==> src/dual_force_sensor_filter_packetizer_core_assert.svh <==
// assertion macros shared by the force filter modules
`ifndef DUAL_FORCE_SENSOR_FILTER_PACKETIZER_CORE_ASSERT_SVH
`define DUAL_FORCE_SENSOR_FILTER_PACKETIZER_CORE_ASSERT_SVH

// same-cycle implication
`define DFSF_ASSERT_IMPLIES(label, clk, rst, ante, cons) \
   label: assert property (@(posedge clk) disable iff (rst) (ante) |-> (cons)) \
      else $error("dfsf assertion failed");

// next-cycle implication
`define DFSF_ASSERT_NEXT(label, clk, rst, ante, cons) \
   label: assert property (@(posedge clk) disable iff (rst) (ante) |=> (cons)) \
      else $error("dfsf assertion failed");

// condition that must never occur
`define DFSF_ASSERT_NEVER(label, clk, rst, cond) \
   label: assert property (@(posedge clk) disable iff (rst) !(cond)) \
      else $error("dfsf assertion failed");

`endif

==> src/dfsf_pkg.sv <==
// shared types and constants of the dual force sensor filter
package dfsf_pkg;

   localparam int SAMPLE_BITS_DEFAULT = 16;
   localparam int SAMPLE_WIDTH        = 16;
   localparam int CSR_INDEX_BITS      = 3;
   localparam int CSR_DATA_BITS       = 32;
   localparam int FORCE_BITS          = 20;

   // register indexes
   localparam logic [CSR_INDEX_BITS-1:0] CSR_FILTER_ALPHA = 3'd0;
   localparam logic [CSR_INDEX_BITS-1:0] CSR_LEFT_GAIN    = 3'd1;
   localparam logic [CSR_INDEX_BITS-1:0] CSR_LEFT_OFFSET  = 3'd2;
   localparam logic [CSR_INDEX_BITS-1:0] CSR_RIGHT_GAIN   = 3'd3;
   localparam logic [CSR_INDEX_BITS-1:0] CSR_RIGHT_OFFSET = 3'd4;

   // register reset values
   localparam logic [16:0] ALPHA_RESET        = 17'd1074;
   localparam logic [31:0] LEFT_GAIN_RESET    = 32'sd2483956;
   localparam logic [24:0] LEFT_OFFSET_RESET  = -25'sd1244756;
   localparam logic [31:0] RIGHT_GAIN_RESET   = 32'sd2878248;
   localparam logic [24:0] RIGHT_OFFSET_RESET = -25'sd1443150;

   localparam logic [16:0]           ALPHA_ONE = 17'h10000;
   localparam logic [FORCE_BITS-1:0] FORCE_MAX = 20'd1000000;

   localparam logic [7:0] MARK_LEFT  = 8'h4C;
   localparam logic [7:0] MARK_RIGHT = 8'h52;

   // positions within the eight-byte frame
   localparam logic [2:0] POS_MARK_L = 3'd0;
   localparam logic [2:0] POS_L_B0   = 3'd1;
   localparam logic [2:0] POS_L_B1   = 3'd2;
   localparam logic [2:0] POS_L_B2   = 3'd3;
   localparam logic [2:0] POS_MARK_R = 3'd4;
   localparam logic [2:0] POS_R_B0   = 3'd5;
   localparam logic [2:0] POS_R_B1   = 3'd6;
   localparam logic [2:0] POS_R_B2   = 3'd7;

   typedef struct packed {
      logic [SAMPLE_WIDTH-1:0] sample_left;
      logic [SAMPLE_WIDTH-1:0] sample_right;
   } req_item_type;

   typedef struct packed {
      logic [7:0] frame_byte;
      logic       frame_last;
   } rsp_item_type;

   typedef enum logic [2:0] {
      ST_IDLE,
      ST_FILT_L,
      ST_FILT_R,
      ST_FORCE_L,
      ST_FORCE_R,
      ST_FINISH,
      ST_SEND
   } state_type;

   typedef enum logic [1:0] {
      MUL_FILT_L,
      MUL_FILT_R,
      MUL_FORCE_L,
      MUL_FORCE_R
   } mul_op_type;

   typedef struct packed {
      logic       load;
      logic       mul_en;
      mul_op_type mul_op;
      logic       upd_smooth_left;
      logic       upd_smooth_right;
      logic       upd_force_left;
      logic       upd_force_right;
      logic       byte_advance;
   } ctrl_cmd_type;

   typedef struct packed {
      logic byte_last;
   } ctrl_status_type;

endpackage

==> src/dfsf_ctrl.sv <==
// sequencer for filter, force and frame byte steps
module dfsf_ctrl (
   input  logic                     clock,
   input  logic                     reset,
   input  logic                     req_valid,
   output logic                     req_ready,
   output logic                     rsp_valid,
   input  logic                     rsp_ready,
   output dfsf_pkg::ctrl_cmd_type   cmd,
   input  dfsf_pkg::ctrl_status_type status
);

   `include "dual_force_sensor_filter_packetizer_core_assert.svh"

   dfsf_pkg::state_type state_ff;
   dfsf_pkg::state_type state_in;

   always_ff @(posedge clock) begin
      if (reset) begin
         state_ff <= dfsf_pkg::ST_IDLE;
      end else begin
         state_ff <= state_in;
      end
   end

   always_comb begin
      state_in = state_ff;
      case (state_ff)
         dfsf_pkg::ST_IDLE: begin
            if (req_valid) begin
               state_in = dfsf_pkg::ST_FILT_L;
            end
         end
         dfsf_pkg::ST_FILT_L:  state_in = dfsf_pkg::ST_FILT_R;
         dfsf_pkg::ST_FILT_R:  state_in = dfsf_pkg::ST_FORCE_L;
         dfsf_pkg::ST_FORCE_L: state_in = dfsf_pkg::ST_FORCE_R;
         dfsf_pkg::ST_FORCE_R: state_in = dfsf_pkg::ST_FINISH;
         dfsf_pkg::ST_FINISH:  state_in = dfsf_pkg::ST_SEND;
         dfsf_pkg::ST_SEND: begin
            if (rsp_ready && status.byte_last) begin
               state_in = dfsf_pkg::ST_IDLE;
            end
         end
         default: state_in = dfsf_pkg::ST_IDLE;
      endcase
   end

   always_comb begin
      req_ready = 1'b0;
      rsp_valid = 1'b0;
      cmd       = '0;
      cmd.mul_op = dfsf_pkg::MUL_FILT_L;
      case (state_ff)
         dfsf_pkg::ST_IDLE: begin
            req_ready = 1'b1;
            cmd.load  = req_valid;
         end
         dfsf_pkg::ST_FILT_L: begin
            cmd.mul_en = 1'b1;
            cmd.mul_op = dfsf_pkg::MUL_FILT_L;
         end
         dfsf_pkg::ST_FILT_R: begin
            cmd.mul_en          = 1'b1;
            cmd.mul_op          = dfsf_pkg::MUL_FILT_R;
            cmd.upd_smooth_left = 1'b1;
         end
         dfsf_pkg::ST_FORCE_L: begin
            cmd.mul_en           = 1'b1;
            cmd.mul_op           = dfsf_pkg::MUL_FORCE_L;
            cmd.upd_smooth_right = 1'b1;
         end
         dfsf_pkg::ST_FORCE_R: begin
            cmd.mul_en         = 1'b1;
            cmd.mul_op         = dfsf_pkg::MUL_FORCE_R;
            cmd.upd_force_left = 1'b1;
         end
         dfsf_pkg::ST_FINISH: begin
            cmd.upd_force_right = 1'b1;
         end
         dfsf_pkg::ST_SEND: begin
            rsp_valid        = 1'b1;
            cmd.byte_advance = rsp_ready;
         end
         default: begin
            req_ready = 1'b0;
         end
      endcase
   end

   `DFSF_ASSERT_NEVER(a_no_accept_while_sending, clock, reset, req_ready && rsp_valid)
   `DFSF_ASSERT_NEXT(a_accept_starts_work, clock, reset, req_valid && req_ready,
      !req_ready && !rsp_valid)
   `DFSF_ASSERT_NEXT(a_last_byte_frees_input, clock, reset,
      rsp_valid && rsp_ready && status.byte_last, req_ready)

endmodule

==> config.mk <==
export PLATFORM = sky130hd
export DESIGN_NAME = dfsf_ctrl
export DESIGN_NICKNAME = d
export VERILOG_FILES = /design/src/dfsf_pkg.sv /design/src/dfsf_ctrl.sv
export VERILOG_INCLUDE_DIRS = /design/src /design/src/src
export SDC_FILE = /design/constraint.sdc
export NUM_CORES = 1
export LEC_CHECK = 0
export BUFFER_PORTS_ARGS = -buffer_cell sky130_fd_sc_hd__buf_2
export CORE_AREA = 2 2 39 41
export CTS_BUF_LIST = sky130_fd_sc_hd__clkbuf_2 sky130_fd_sc_hd__clkbuf_4 sky130_fd_sc_hd__clkbuf_8
export CTS_CLUSTER_DIAMETER = 150
export DETAILED_ROUTE_END_ITERATION = 8
export DIE_AREA = 0 0 41 43
export PLACE_DENSITY = 0.37
export SETUP_SLACK_MARGIN = 0.05
export SYNTH_ARGS = -nofsm -noshare
export SYNTH_HDL_FRONTEND = slang
export SYNTH_SLANG_ARGS = --single-unit
==> constraint.sdc <==
create_clock -name clock -period 1.48 [get_ports clock]
set_clock_uncertainty 0.05 [all_clocks]
set_input_delay 0 -clock clock [delete_from_list [all_inputs] [get_ports clock]]
set_output_delay 0 -clock clock [all_outputs]
set_load 0.1 [all_outputs]
# Yosys cells after proc, flatten, opt, wreduce, memory -nomap -nowiden
# Cells that the tools add are included.
op_classes:
  eq_ne: 8
  muxes: 12
  reduce_logical: 3
op_table:
  columns: ["cell", "n"]
  rows:
  - ["$pmux 3 s7", 1]
  - ["$pmux 3 s4", 1]
  - ["$eq 3x3->1 const B", 3]
  - ["$mux 1", 8]
  - ["$eq 3x2->1 const B", 2]
  - ["$mux 3", 2]
  - ["$ne 2x2->1 const B", 2]
  - ["$eq 3x1->1 const B", 1]
  - ["$logic_not 3->1", 1]
  - ["$reduce_and 2->1", 1]
  - ["$logic_and 1x1->1", 1]
totals:
  reg_bits: 3
  elab_cells: 24

# Logic depth before layout (Yosys ltp)
logic_depth:
  depth_word: 3
  ltp_mapped: 4
  mapped_depth_nobuf: 3

# Worst setup path before layout
# Ideal clock, no wire load.
synth_timing:
  path_kind: "register -> output"
  startpoint: "register state_ff[1]"
  endpoint: "output port cmd[8] in the netlist's numbering"
  t_arrival_ps: 3513
  path_slack_ps: -2083
  path_stages_with_launch: 4
  n_path_buf: 1
  cell_sequence: "dfxtp_1 > buf_2 > nor3_1 > and2_1"
synth_lines:
  columns: ["element", "line_no", "source"]
  rows:
  - ["from (decl)", "dfsf_ctrl.sv:15", "dfsf_pkg::state_type state_ff;"]
  - ["from (signal assigned)", "dfsf_ctrl.sv:20", "state_ff <= dfsf_pkg::ST_IDLE;"]
  - ["from (signal assigned)", "dfsf_ctrl.sv:22", "state_ff <= state_in;"]
  - ["to (decl)", "dfsf_ctrl.sv:9", "output dfsf_pkg::ctrl_cmd_type cmd,"]

==> qor.yml <==
global_route:
  track_usage: 0.1044
  grt_pass1_vias: 288
  grt_pass1_wl_um: 1221
  antenna_found_initial: 0
  grt_max_degree: 10
  overflow: 0
placed_design:
  dp.cells: 61
  gp_routability_congestion: 0.7253
  dp.final_hpwl_um: 586.8
  dpl_worst_slack_ns: 0.2161
  place.port_buffers: 15
  place_area_sq_um: 575.6
yosys:
  synth_cell_type_count: 20
  yosys_warnings: 0
  yosysSeqAreaShare: 0.2526
  ys_ff_latch: 3
  synthesis.area_sq_um: 237.7
  post_synth.cell_area_avg_sq_um: 8.198
  synthXorXnorAreaFrac: 0.03684
  synth_cells: 29
  ys.flop_type: "dfxtp_1"
  async_flop_share: 0
  synth_mux_area_frac: 0
  yosys.area_share.simple: 0.4632
  netlist.area_leader.share: 0.2526
  synth_top_family_by_area: "simple AND/OR/NAND/NOR gates"
  synthTopCellsByArea: "dfxtp_1 25%, a31oi_4 8.9%, and2_1 7.9%, nand2b_4 5.8%, nand2b_1 5.3%"
  synth-compound-area-share: 0.1474
  synth-edff-count: 0
  synth_fa_ha_area_frac: 0
  yosysTopAreaCell: "dfxtp_1"
  syn_nets: 34
  ys_top_cells_by_count: "3 x and2_1, 3 x dfxtp_1, 3 x nor2_1"
die:
  die_area_sq_mm: 0.001763
  dieHeight_um: 43
  coreArea_sq_mm: 0.001384
  row_count: 14
  ios: 16
  fp.dieW_um: 41
  start_util: 0.1718
clock_tree:
  cts.sinks: 3
  numCtsBuffers: 3
  clkLatencyLatePin_ns: 0.24
  htreeDepth: 1
  cts_tree: "yes"
  clk_pin_slew_worst_paths_ns: 0.04
  root_buffer: "clkbuf_4"
  clockBufferDepth: 2
cells_and_area:
  layout-drive-gt1-share: 0.8039
  largest-register: "state_ff"
  layout.nets: 57
  areaGrowthSynthToFinish_pct: 166.3
  antenna_cells: 0
  largest_reg_flops: 3
  final_cells: 67
  top_regs: "state_ff: 3 flops"
  design_area_sq_um: 633.1
  final_util: 0.4575
sta:
  hold_viol: 0
  rsz0062_at_grt: "false"
  post-route-min-period_ns: 1.364
  worst_pin_slew_ns: 0.3107
  fmax_ghz: 0.7331
  max_slew_margin: 0.7875
  timing.final.crit_share: 0.9216
  layout_setup_ws_ns: 0.1160
  setup_violations: 0
  fin_tns_setup_ns: 0
  drv_slew: 0
power:
  peakVddDrop_mv: 0.4706
  power_density_mw_per_mm2: 1309
  leakage_uw: 0.0002509
drt:
  drt_first_iter_violations: 6
  wl_per_cell_um: 11.72
  drc_errors: 0
  dr.pass1.iters: 4
  final_antenna_net_count: 0
  drt_wl_total_um: 785
  via_count: 278
  via_per_inst: 4.149
critical_path:
  required_ns: 1.43
  worstSetupEndpointType: "output pin"
  cp_max_fo: 9
  critPathArrivalTime_ns: 1.31
  critPathKind: "reg -> out"
  cp-start-kind: "register"
run:
  max-cap-violations: 0
worst_hold_path:
  hp-class: "in -> reg"
outcome:
  status: "complete, no violations"
[cell families (layout without fill, tap and decap cells)]
kind of cell	count (synthesis)	count (layout)
buffers and inverters	4	26
DFF	3	3
AOI/OAI and AO/OA	3	3
and+or+nand+nor	18	18
xor gates and xnor gates	1	1
[layer usage]
metal / global-route usage / wire, um / vias to the layer above
li1: - / - / 142
met1: 0.1222 / 272 / 128
met2: 0.1563 / 461 / 8
met3: 0.03665 / 50 / 0
met4: 0.06000 / 0 / 0
met5: 0 / 0 / -
[per-stage QoR]
step / hold slack (ns) / power (uW)
2_1_floorplan: 0.01174 / 473.7
3_3_place_gp: 0.1591 / 653.0
3_5_place_dp: 0.1636 / 657.2
4_1_cts: 0.05341 / 832.8
5_1_grt: 0.08412 / 859.7
6_report: 0.05804 / 829.0
[what timing repair did]
| item | 4_1_cts | 5_1_grt |
|---|---|---|
| hold buffers | 1 | 0 |
| endpoints found under the setup margin | 7 | 4 |
| setup buffers | 0 | 1 |
| endpoints found under the hold margin | 3 | 0 |
| resized for setup | 1 | 4 |
| pin swaps | 1 | 2 |
[power by group]
group | leakage, uW | internal [uW] | total, uW | switching, uW
Combinational | 0.000206 | 210 | 549 | 340
Sequential | 0.0000261 | 92.3 | 114 | 21.5
Clock | 0.0000184 | 120 | 166 | 46.2
Total | 0.000251 | 422 | 829 | 407
[cell usage in the layout, fill, tap and decap left out]
| cell type | instances |
|---|---|
| a2111oi_0 | 1 |
| buf_12 | 11 |
| or2_4 | 1 |
| buf_2 | 4 |
| a31oi_4 | 1 |
| and2_4 | 3 |
| a21oi_4 | 1 |
| nor2_1 | 1 |
| nand2b_1 | 1 |
| nor2_4 | 1 |
| nand2b_4 | 2 |
| buf_4 | 3 |
| dfxtp_4 | 1 |
| nor2_2 | 1 |
| nor4bb_1 | 1 |
| nand4_1 | 1 |
| clkinvlp_4 | 1 |
| xnor2_4 | 1 |
| nand2_1 | 2 |
| buf_6 | 1 |
| dfxtp_2 | 2 |
| nor3_4 | 1 |
| dlygate4sd3_1 | 1 |
| nor3_1 | 1 |
| nand3_1 | 1 |
| clkbuf_4 | 4 |
| inv_2 | 1 |
| and3_2 | 1 |
[worst paths after layout]
path	from	end	slack (ns)	cells past startpoint
hold / removal	status	state_ff[1]$_SDFFE_PP0P_	0.06	3
setup reg to reg	state_ff[1]$_SDFFE_PP0P_	state_ff[2]$_SDFFE_PP0P_	0.36	3
setup / recovery	state_ff[1]$_SDFFE_PP0P_	cmd[6]	0.12	4
hold reg to reg	state_ff[0]$_SDFFE_PP0P_	state_ff[0]$_SDFFE_PP0P_	0.46	1
[layout make-up]
type | count | area, sq um
clock buffers | 4 | 30.03
flip-flops and latches | 3 | 66.31
repair buffers | 20 | 284.0
well taps | 16 | 20.02
multi-input cells | 22 | 221.5
fillers | 130 | 750.7
inverters | 2 | 11.26
[critical path: stages (launching register included)]
cell      delay (ns)
dfxtp_2         0.44
nand2b_4        0.10
or2_4           0.28
nand2b_4        0.09
buf_12          0.17
Note: power is estimated with default switching activity, not from simulation.
